**src/rtl/dipm_pkg.sv**
```systemverilog
package dipm_pkg;

    // input sample width and derived datapath widths
    localparam int SAMPLE_WIDTH = 16;
    localparam int BIAS_W       = SAMPLE_WIDTH + 1;
    localparam int DELTA_W      = SAMPLE_WIDTH + 2;
    localparam int GAIN_W       = 16;
    localparam int PROD_P_W     = DELTA_W + GAIN_W + 1;
    localparam int PROD_I_W     = BIAS_W + GAIN_W + 1;
    localparam int FRAC_W       = 8;
    localparam int SUM_W        = PROD_P_W + 2;
    localparam int QUO_W        = SUM_W - FRAC_W;
    localparam int ACC_W        = 15;
    localparam int SCALE_W      = 14;
    localparam int DRIVE_W      = 15;

    // configuration port
    localparam int CFG_IDX_W  = 3;
    localparam int CFG_DATA_W = 16;

    localparam logic [CFG_IDX_W-1:0] REG_GAIN_P      = 3'd0;
    localparam logic [CFG_IDX_W-1:0] REG_GAIN_I      = 3'd1;
    localparam logic [CFG_IDX_W-1:0] REG_FULL_SCALE  = 3'd2;
    localparam logic [CFG_IDX_W-1:0] REG_DRIVE_LIMIT = 3'd3;
    localparam logic [CFG_IDX_W-1:0] REG_DEAD_POS    = 3'd4;
    localparam logic [CFG_IDX_W-1:0] REG_DEAD_NEG    = 3'd5;

    // reset values of the registers
    localparam logic [GAIN_W-1:0]  RST_GAIN_P      = 16'd2560;
    localparam logic [GAIN_W-1:0]  RST_GAIN_I      = 16'd2560;
    localparam logic [SCALE_W-1:0] RST_FULL_SCALE  = 14'd8400;
    localparam logic [SCALE_W-1:0] RST_DRIVE_LIMIT = 14'd8200;
    localparam logic [SCALE_W-1:0] RST_DEAD_POS    = 14'd1423;
    localparam logic [SCALE_W-1:0] RST_DEAD_NEG    = 14'd1330;

    // left sign flip thresholds
    localparam int FLIP_TARGET_MAX = 3;
    localparam int FLIP_ACC_MIN    = 1000;

    typedef struct packed {
        logic [GAIN_W-1:0]  gain_p;
        logic [GAIN_W-1:0]  gain_i;
        logic [SCALE_W-1:0] full_scale;
        logic [SCALE_W-1:0] drive_limit;
        logic [SCALE_W-1:0] dead_pos;
        logic [SCALE_W-1:0] dead_neg;
    } cfg_t;

    typedef struct packed {
        logic load_s1;
        logic load_s2;
    } lane_ctrl_t;

endpackage

```
**src/rtl/dual_incremental_pi_motor_drive.sv**
```systemverilog
// Two-motor incremental PI drive with PWM compare mapping.
// Input channel (s_valid/s_ready): one word per control tick carrying the
// encoder counts and speed targets of the left and right motors.
// Result channel (m_valid/m_ready): one word per input word with the limited
// drives and the A/B compare values of both motors, in input order.
// Config channel (cfg_valid/cfg_ready): index and data of one register
// (gains, full scale, drive limit, dead-zone edges); always ready, and to be
// written only while no word is in flight.
// Path: an accepted word passes the stage 1 registers, the accumulator
// register and the output word register before its result is valid.
// Throughput: one word per cycle while the output is not stalled; the left
// and right lanes run side by side, and each lane's accumulator loop (add,
// truncate toward zero, clamp) closes through its accumulator register.
// Stalls: each of the three stages holds its word while the next is full and
// cannot advance, so bubbles are squeezed out and s_ready drops only when all
// stages are full and m_ready is low.
// Reset: accumulators and previous biases clear to zero, registers return to
// their defaults, and the pipeline empties.
module dual_incremental_pi_motor_drive import dipm_pkg::*; (
    input  logic                           aclk,
    input  logic                           aresetn,
    input  logic                           s_valid,
    output logic                           s_ready,
    input  logic signed [SAMPLE_WIDTH-1:0] s_encoder_left,
    input  logic signed [SAMPLE_WIDTH-1:0] s_encoder_right,
    input  logic signed [SAMPLE_WIDTH-1:0] s_target_left,
    input  logic signed [SAMPLE_WIDTH-1:0] s_target_right,
    output logic                           m_valid,
    input  logic                           m_ready,
    output logic signed [DRIVE_W-1:0]      m_drive_left,
    output logic signed [DRIVE_W-1:0]      m_drive_right,
    output logic [SCALE_W-1:0]             m_left_ch_a,
    output logic [SCALE_W-1:0]             m_left_ch_b,
    output logic [SCALE_W-1:0]             m_right_ch_a,
    output logic [SCALE_W-1:0]             m_right_ch_b,
    input  logic                           cfg_valid,
    output logic                           cfg_ready,
    input  logic [CFG_IDX_W-1:0]           cfg_index,
    input  logic [CFG_DATA_W-1:0]          cfg_data
);

    cfg_t       cfg_reg;
    lane_ctrl_t lane_ctrl;
    logic       v1_reg;
    logic       v2_reg;
    logic       v3_reg;
    logic       rdy1;
    logic       rdy2;
    logic       rdy3;
    logic       load_s3;
    logic signed [ACC_W-1:0] acc_left;
    logic signed [ACC_W-1:0] acc_right;

    // register file
    assign cfg_ready = 1'b1;

    always_ff @(posedge aclk) begin
        if (!aresetn) begin
            cfg_reg.gain_p      <= RST_GAIN_P;
            cfg_reg.gain_i      <= RST_GAIN_I;
            cfg_reg.full_scale  <= RST_FULL_SCALE;
            cfg_reg.drive_limit <= RST_DRIVE_LIMIT;
            cfg_reg.dead_pos    <= RST_DEAD_POS;
            cfg_reg.dead_neg    <= RST_DEAD_NEG;
        end else if (cfg_valid && cfg_ready) begin
            unique case (cfg_index)
                REG_GAIN_P:      cfg_reg.gain_p      <= cfg_data;
                REG_GAIN_I:      cfg_reg.gain_i      <= cfg_data;
                REG_FULL_SCALE:  cfg_reg.full_scale  <= cfg_data[SCALE_W-1:0];
                REG_DRIVE_LIMIT: cfg_reg.drive_limit <= cfg_data[SCALE_W-1:0];
                REG_DEAD_POS:    cfg_reg.dead_pos    <= cfg_data[SCALE_W-1:0];
                REG_DEAD_NEG:    cfg_reg.dead_neg    <= cfg_data[SCALE_W-1:0];
                default: begin
                end
            endcase
        end
    end

    // pipeline handshake, each stage advances when the next has room
    assign rdy3    = ~v3_reg | m_ready;
    assign rdy2    = ~v2_reg | rdy3;
    assign rdy1    = ~v1_reg | rdy2;
    assign s_ready = rdy1;
    assign m_valid = v3_reg;

    assign lane_ctrl.load_s1 = s_valid & rdy1;
    assign lane_ctrl.load_s2 = v1_reg & rdy2;
    assign load_s3           = v2_reg & rdy3;

    always_ff @(posedge aclk) begin
        if (!aresetn) begin
            v1_reg <= 1'b0;
            v2_reg <= 1'b0;
            v3_reg <= 1'b0;
        end else begin
            if (rdy1) begin
                v1_reg <= s_valid;
            end
            if (rdy2) begin
                v2_reg <= v1_reg;
            end
            if (rdy3) begin
                v3_reg <= v2_reg;
            end
        end
    end

    // left lane with sign flip and dead zone
    dipm_lane u_lane_left (
        .aclk     (aclk),
        .aresetn  (aresetn),
        .ctrl     (lane_ctrl),
        .cfg      (cfg_reg),
        .shape_en (1'b1),
        .encoder  (s_encoder_left),
        .target   (s_target_left),
        .acc      (acc_left)
    );

    // right lane, plain PI
    dipm_lane u_lane_right (
        .aclk     (aclk),
        .aresetn  (aresetn),
        .ctrl     (lane_ctrl),
        .cfg      (cfg_reg),
        .shape_en (1'b0),
        .encoder  (s_encoder_right),
        .target   (s_target_right),
        .acc      (acc_right)
    );

    // limit and compare mapping of both lanes
    dipm_merge u_merge (
        .aclk        (aclk),
        .load        (load_s3),
        .cfg         (cfg_reg),
        .acc_left    (acc_left),
        .acc_right   (acc_right),
        .drive_left  (m_drive_left),
        .drive_right (m_drive_right),
        .left_ch_a   (m_left_ch_a),
        .left_ch_b   (m_left_ch_b),
        .right_ch_a  (m_right_ch_a),
        .right_ch_b  (m_right_ch_b)
    );

    // input stalls only when every stage is full and the output is blocked
    assert property (@(posedge aclk) disable iff (!aresetn)
        !s_ready |-> (v1_reg && v2_reg && m_valid && !m_ready))
        else $error("input stalled with room in the pipeline");

    // a word reaches stage 2 only from stage 1
    assert property (@(posedge aclk) disable iff (!aresetn)
        $rose(v2_reg) |-> $past(v1_reg))
        else $error("stage 2 filled without a stage 1 word");

    // a word reaches the output only from stage 2
    assert property (@(posedge aclk) disable iff (!aresetn)
        $rose(m_valid) |-> $past(v2_reg))
        else $error("output filled without a stage 2 word");

    // delivered drives respect the limit
    assert property (@(posedge aclk) disable iff (!aresetn)
        m_valid |-> ((m_drive_left <= $signed({1'b0, cfg_reg.drive_limit}))
                  && (m_drive_left >= -$signed({1'b0, cfg_reg.drive_limit}))
                  && (m_drive_right <= $signed({1'b0, cfg_reg.drive_limit}))
                  && (m_drive_right >= -$signed({1'b0, cfg_reg.drive_limit}))))
        else $error("drive outside limit");

    // a zero left drive turns both left channels off
    assert property (@(posedge aclk) disable iff (!aresetn)
        (m_valid && (m_drive_left == '0)) |-> ((m_left_ch_a == '0) && (m_left_ch_b == '0)))
        else $error("left channels active at zero drive");

endmodule

```
**src/rtl/dipm_lane.sv**
```systemverilog
module dipm_lane import dipm_pkg::*; (
    input  logic                           aclk,
    input  logic                           aresetn,
    input  lane_ctrl_t                     ctrl,
    input  cfg_t                           cfg,
    input  logic                           shape_en,
    input  logic signed [SAMPLE_WIDTH-1:0] encoder,
    input  logic signed [SAMPLE_WIDTH-1:0] target,
    output logic signed [ACC_W-1:0]        acc
);

    localparam logic signed [SAMPLE_WIDTH-1:0] TGT_HI = SAMPLE_WIDTH'(FLIP_TARGET_MAX);
    localparam logic signed [SAMPLE_WIDTH-1:0] TGT_LO = -TGT_HI;
    localparam logic signed [ACC_W-1:0]        ACC_HI = ACC_W'(FLIP_ACC_MIN);
    localparam logic signed [ACC_W-1:0]        ACC_LO = -ACC_HI;

    logic signed [BIAS_W-1:0]   bias;
    logic signed [DELTA_W-1:0]  delta;
    logic signed [GAIN_W:0]     gain_p_s;
    logic signed [GAIN_W:0]     gain_i_s;
    logic signed [PROD_P_W-1:0] prod_p;
    logic signed [PROD_I_W-1:0] prod_i;
    logic                       tgt_pos;
    logic                       tgt_neg;
    logic                       tgt_small;

    logic signed [BIAS_W-1:0]   prev_bias_reg;
    logic signed [PROD_P_W-1:0] prod_p_reg;
    logic signed [PROD_I_W-1:0] prod_i_reg;
    logic                       tgt_pos_reg;
    logic                       tgt_neg_reg;
    logic                       tgt_small_reg;
    logic signed [ACC_W-1:0]    acc_reg;
    logic signed [ACC_W-1:0]    acc_next;

    logic                       flip;
    logic signed [ACC_W-1:0]    acc_f;
    logic signed [SUM_W-1:0]    sum;
    logic signed [QUO_W-1:0]    quo;
    logic signed [QUO_W-1:0]    fs_q;
    logic signed [ACC_W-1:0]    clamped;
    logic signed [ACC_W-1:0]    dp_s;
    logic signed [ACC_W-1:0]    dn_s;

    // stage 1: bias, change in bias and the two gain products
    assign bias     = BIAS_W'(encoder) - BIAS_W'(target);
    assign delta    = DELTA_W'(bias) - DELTA_W'(prev_bias_reg);
    assign gain_p_s = $signed({1'b0, cfg.gain_p});
    assign gain_i_s = $signed({1'b0, cfg.gain_i});
    assign prod_p   = PROD_P_W'(delta) * PROD_P_W'(gain_p_s);
    assign prod_i   = PROD_I_W'(bias) * PROD_I_W'(gain_i_s);

    // target classification for the left shaping
    assign tgt_neg   = target[SAMPLE_WIDTH-1];
    assign tgt_pos   = ~target[SAMPLE_WIDTH-1] & (|target);
    assign tgt_small = (target <= TGT_HI) && (target >= TGT_LO);

    always_ff @(posedge aclk) begin
        if (!aresetn) begin
            prev_bias_reg <= '0;
        end else if (ctrl.load_s1) begin
            prev_bias_reg <= bias;
        end
    end

    always_ff @(posedge aclk) begin
        if (ctrl.load_s1) begin
            prod_p_reg    <= prod_p;
            prod_i_reg    <= prod_i;
            tgt_pos_reg   <= tgt_pos;
            tgt_neg_reg   <= tgt_neg;
            tgt_small_reg <= tgt_small;
        end
    end

    // stage 2: sign flip, accumulate, truncate toward zero, clamp
    assign flip  = shape_en & tgt_small_reg &
                   ((tgt_pos_reg & (acc_reg > ACC_HI)) | (tgt_neg_reg & (acc_reg < ACC_LO)));
    assign acc_f = flip ? -acc_reg : acc_reg;
    assign sum   = (SUM_W'(acc_f) <<< FRAC_W) + SUM_W'(prod_p_reg) + SUM_W'(prod_i_reg);
    assign fs_q  = $signed(QUO_W'({1'b0, cfg.full_scale}));
    assign dp_s  = $signed({1'b0, cfg.dead_pos});
    assign dn_s  = $signed({1'b0, cfg.dead_neg});

    always_comb begin
        quo = sum[SUM_W-1:FRAC_W];
        if (sum[SUM_W-1] && (|sum[FRAC_W-1:0])) begin
            quo = quo + QUO_W'(1);
        end
    end

    always_comb begin
        priority if (quo > fs_q) begin
            clamped = ACC_W'(fs_q);
        end else if (quo < -fs_q) begin
            clamped = ACC_W'(-fs_q);
        end else begin
            clamped = ACC_W'(quo);
        end
    end

    // left dead-zone jump
    always_comb begin
        acc_next = clamped;
        if (shape_en && (clamped < dp_s) && (clamped > -dn_s)) begin
            priority if (tgt_pos_reg) begin
                acc_next = -dn_s;
            end else if (tgt_neg_reg) begin
                acc_next = dp_s;
            end
        end
    end

    always_ff @(posedge aclk) begin
        if (!aresetn) begin
            acc_reg <= '0;
        end else if (ctrl.load_s2) begin
            acc_reg <= acc_next;
        end
    end

    assign acc = acc_reg;

endmodule

```
**src/rtl/dipm_merge.sv**
```systemverilog
module dipm_merge import dipm_pkg::*; (
    input  logic                      aclk,
    input  logic                      load,
    input  cfg_t                      cfg,
    input  logic signed [ACC_W-1:0]   acc_left,
    input  logic signed [ACC_W-1:0]   acc_right,
    output logic signed [DRIVE_W-1:0] drive_left,
    output logic signed [DRIVE_W-1:0] drive_right,
    output logic [SCALE_W-1:0]        left_ch_a,
    output logic [SCALE_W-1:0]        left_ch_b,
    output logic [SCALE_W-1:0]        right_ch_a,
    output logic [SCALE_W-1:0]        right_ch_b
);

    // symmetric limit
    function automatic logic signed [DRIVE_W-1:0] limit_drive(
        input logic signed [ACC_W-1:0] a,
        input logic [SCALE_W-1:0]      lim
    );
        logic signed [DRIVE_W-1:0] lim_s;
        lim_s = $signed({1'b0, lim});
        priority if (DRIVE_W'(a) > lim_s) begin
            return lim_s;
        end else if (DRIVE_W'(a) < -lim_s) begin
            return -lim_s;
        end else begin
            return DRIVE_W'(a);
        end
    endfunction

    // complementary compare pair, floored at zero
    function automatic logic [2*SCALE_W-1:0] map_pair(
        input logic signed [DRIVE_W-1:0] d,
        input logic [SCALE_W-1:0]        fs
    );
        logic signed [DRIVE_W:0] fs_s;
        logic signed [DRIVE_W:0] t;
        logic [SCALE_W-1:0]      a;
        logic [SCALE_W-1:0]      b;
        fs_s = $signed({2'b00, fs});
        t    = '0;
        a    = '0;
        b    = '0;
        priority if (d > 0) begin
            t = fs_s - (DRIVE_W+1)'(d);
            a = fs;
            b = t[DRIVE_W] ? '0 : t[SCALE_W-1:0];
        end else if (d < 0) begin
            t = fs_s + (DRIVE_W+1)'(d);
            a = t[DRIVE_W] ? '0 : t[SCALE_W-1:0];
            b = fs;
        end
        return {a, b};
    endfunction

    logic signed [DRIVE_W-1:0] dl;
    logic signed [DRIVE_W-1:0] dr;
    logic [2*SCALE_W-1:0]      pair_l;
    logic [2*SCALE_W-1:0]      pair_r;

    assign dl     = limit_drive(acc_left, cfg.drive_limit);
    assign dr     = limit_drive(acc_right, cfg.drive_limit);
    assign pair_l = map_pair(dl, cfg.full_scale);
    assign pair_r = map_pair(dr, cfg.full_scale);

    // output word register
    always_ff @(posedge aclk) begin
        if (load) begin
            drive_left  <= dl;
            drive_right <= dr;
            left_ch_a   <= pair_l[2*SCALE_W-1:SCALE_W];
            left_ch_b   <= pair_l[SCALE_W-1:0];
            right_ch_a  <= pair_r[2*SCALE_W-1:SCALE_W];
            right_ch_b  <= pair_r[SCALE_W-1:0];
        end
    end

endmodule

```
**config.mk**
```make
export PLATFORM = sky130hd
export DESIGN_NAME = dual_incremental_pi_motor_drive
export DESIGN_NICKNAME = d
export VERILOG_FILES = /design/src/rtl/dipm_pkg.sv /design/src/rtl/dual_incremental_pi_motor_drive.sv /design/src/rtl/dipm_lane.sv /design/src/rtl/dipm_merge.sv
export SDC_FILE = /design/constraint.sdc
export NUM_CORES = 2
export LEC_CHECK = 0
export BUFFER_PORTS_ARGS = -buffer_cell sky130_fd_sc_hd__buf_2
export CORE_MARGIN = 5
export CORE_UTILIZATION = 38
export CTS_CLUSTER_DIAMETER = 50
export DETAILED_ROUTE_END_ITERATION = 12
export PLACE_DENSITY = 0.49
export SYNTH_ARGS = -nofsm -noshare
export SYNTH_HDL_FRONTEND = slang
export SYNTH_SLANG_ARGS = --single-unit
```
**constraint.sdc**
```tcl
create_clock -name aclk -period 16 [get_ports aclk]
set_input_delay 3.2 -clock aclk [delete_from_list [all_inputs] [get_ports aclk]]
set_output_delay 3.2 -clock aclk [all_outputs]
set_load 0.02 [all_outputs]
```
==> flow_metrics.env <==
export IMPL_cpMaxStageDelayCell="or4_1"
export IMPL_grt_pass1_vias=60200
export IMPL_cts_sinks=382
export IMPL_synthTopCellsByCount="inv_1, fa_1, nand2_1"
export IMPL_cts_tree="yes"
export IMPL_cp_arrival_ns=14.69
export IMPL_synthFlopType="edfxtp_1"
export IMPL_overflow=0
export IMPL_yosysTopAreaCellShare=0.329
export IMPL_cp_required_ns=16.58
export IMPL_clock_latency_ns=0.70
export IMPL_synth_compound_area_frac=0.101
export IMPL_clockBufferDepth=3
export IMPL_cts_hold_buf=0
export IMPL_reg2reg_from="u_lane_left.acc[1]$_SDFFE_PN0P_"
export IMPL_coreArea_mm2=0.193
export IMPL_multi_input_area_mm2=0.0564
export IMPL_start_kind="register"
export IMPL_maxSlewViolCount=0
export IMPL_max_stage_delay_ns=0.85
export IMPL_rows=161
export IMPL_hold_class="reg2reg"
export IMPL_dr_pass1_iters=6
export IMPL_vias_per_cell=5.22
export IMPL_synth_xor_area_share=0.0432
export IMPL_wl_per_cell_um=21.6
export IMPL_tightest_slew_ns=1.28
export IMPL_fmax_mhz=70.9
export IMPL_initialDrtViolationCount=3659
export IMPL_drive_above_1_share=0.0643
export IMPL_port_buffers=175
export IMPL_async_flop_share=0
export IMPL_ys_types=96
export IMPL_syn_inst=8299
export IMPL_seq_area_mm2=0.00992
export IMPL_grt_max_degree=82
export IMPL_min_period_ns=14.11
export IMPL_post_cts_resized=0
export IMPL_worstPathMaxFanout=16
export IMPL_start_util=0.382
export IMPL_synth_seq_cells=382
export IMPL_syn_avg_cell_area_um2=8.86
export IMPL_clkTransAtPathRegs_ns=0.05
export IMPL_antenna_found_initial=9
export IMPL_io_pins=177
export IMPL_design_area_mm2=0.0801
export IMPL_status="complete, no violations"
export IMPL_grt_first_pass_wirelength_mm=368
export IMPL_critPathCaptureType="register"
export IMPL_synth_adder_area_share=0.454
export IMPL_drtAntennaViolNets=0
export IMPL_syn_area_mm2=0.0736
export IMPL_drc=0
export IMPL_fin_tns_setup_ns=0
export IMPL_rr_worst_depth=50
export IMPL_postCtsSetupBuffers=0
export IMPL_clock_skew_ns=0.0429
export IMPL_largest_register_ffs=88
export IMPL_synthSimpleGateAreaFrac=0.158
export IMPL_synth_largest_area_cell="fa_1"
export IMPL_vias=57100
export IMPL_wl_mm=237
export IMPL_r2r_setup_slack_ns=1.89
export IMPL_fp_dieW_um=450
export IMPL_fin_crit_sh=0.882
export IMPL_holdPathEnd="u_lane_left.prev_bias_reg[1]$_SDFFE_PN0P_"
export IMPL_setup_viol=0
export IMPL_ys_warn_count=0
export IMPL_gp_congestion=0.915
export IMPL_cts_root_buf="clkbuf_16"
export IMPL_slew_headroom=0.149
export IMPL_nets=10400
export IMPL_ys_seq_area_frac=0.135
export IMPL_areaGrowthSynthToFinish_pct=8.88
export IMPL_detailed_place_area_mm2=0.0777
export IMPL_place_hpwl_mm=190
export IMPL_yosysMostFrequentCell="inv_1"
export IMPL_r2r_end="u_lane_left.acc[1]$_SDFFE_PN0P_"
export IMPL_htree_levels=3
export IMPL_syn_nets=10300
export IMPL_synth_top_family_by_area="adder cells"
export IMPL_grt_usage=0.237
export IMPL_rsz0062_at_grt="false"
export IMPL_die_h_um=450
export IMPL_path_class="reg2reg"
export IMPL_maxCapViolCount=0
export IMPL_synth_mux_area_frac=0.00675
export IMPL_cts_made_buffers=70
export IMPL_fillers=19400
export IMPL_hold_viol=0
export IMPL_synth_edf_count=227
export IMPL_dieArea_mm2=0.203
export IMPL_min_from="u_lane_left.prev_bias_reg[1]$_SDFFE_PN0P_"
export IMPL_synthTopCellsByArea="fa_1, ha_1, edfxtp_1, inv_1, nand2_1"
export IMPL_min_delay_path_depth=2
final cells by class:
| class | instances | area share |
|---|---|---|
| inverters | 1655 | 0.0777 |
| repair buffers | 318 | 0.0243 |
| clock inverters | 49 | 0.00672 |
| multi-input cells | 5931 | 0.704 |
| flip-flops and latches | 382 | 0.124 |
| diodes | 2 | 0.0000625 |
| well taps | 2526 | 0.0395 |
| clock buffers | 81 | 0.0238 |
logic make-up (layout without fill, tap and decap cells):
family                     count (synthesis)  count (layout)
other                                      1               3
muxes                                     47              47
AOI/OAI and AO/OA                       1148            1148
and+or+nand+nor                         2432            2432
buffers and inverters                   1986            2103
adders and majority gates               1942            1942
DFF                                      382             382
xor gates and xnor gates                 361             361
how the worst max path moves through the flow:
| stage | start | end | slack (ns) | depth (start not counted) |
|---|---|---|---|---|
| after global routing | u_lane_left.acc[1]$_SDFFE_PN0P_ | u_lane_left.acc[1]$_SDFFE_PN0P_ | 1.05 | 52 |
| after global placement | s_encoder_left[0] | u_lane_left.prod_p_reg[33]$_DFFE_PP_ | 1.63 | 46 |
| final | u_lane_left.acc[1]$_SDFFE_PN0P_ | u_lane_left.acc[1]$_SDFFE_PN0P_ | 1.89 | 50 |
| after CTS | u_lane_left.acc[1]$_SDFFE_PN0P_ | u_lane_left.acc[1]$_SDFFE_PN0P_ | 1.93 | 50 |
| after detailed placement | s_target_left[1] | u_lane_left.prod_p_reg[33]$_DFFE_PP_ | 1.55 | 45 |
| after floorplan | s_encoder_right[0] | u_lane_right.prod_p_reg[34]$_DFFE_PP_ | 2.63 | 46 |
worst max-delay path, delay by kind of cell (launching register included):
| family | cells | cell delay, ns |
|---|---|---|
| adders and majority gates | 6 | 1.74 |
| and+or+nand+nor | 9 | 3.45 |
| AOI/OAI and AO/OA | 30 | 7.12 |
| buffers and inverters | 3 | 0.28 |
| DFF | 1 | 0.53 |
| xor gates and xnor gates | 2 | 0.84 |
placed cells by master, fill, tap and decap left out, types with 87 or more instances in the layout:
| master | count |
|---|---|
| nor3_1 | 94 |
| fa_1 | 1208 |
| edfxtp_1 | 227 |
| ha_1 | 734 |
| nand3_1 | 87 |
| xnor2_1 | 260 |
| and2_1 | 455 |
| o21ai_0 | 199 |
| nor2_1 | 317 |
| buf_4 | 143 |
| nand2_1 | 1060 |
| inv_1 | 1650 |
| nor2b_1 | 126 |
| a21oi_1 | 360 |
| dfxtp_1 | 155 |
| buf_2 | 175 |
metal layers:
layer	share of wire	routed length [µm]	up-vias	track usage
li1	-	-	26300	-
met1	0.43	101000	29000	0.308
met2	0.48	114000	1471	0.408
met3	0.050	11900	314	0.0264
met4	0.042	9890	0	0.0840
met5	0	0	-	0
stage by stage:
stage                     setup WS [ns]   util  hold slack (ns)  cells
final                              1.89  0.416            0.453  10900
after global routing               1.05  0.416            0.469  10900
after CTS                          1.93  0.416            0.456  10900
after detailed placement           1.55  0.403            0.449  10800
after global placement             1.63  0.403            0.442  10800
after floorplan                    2.63      -            0.436   8299
Power is left out: the tool's default activity adds up to more than one toggle a clock period on the data nets, which glitch-free logic cannot reach.
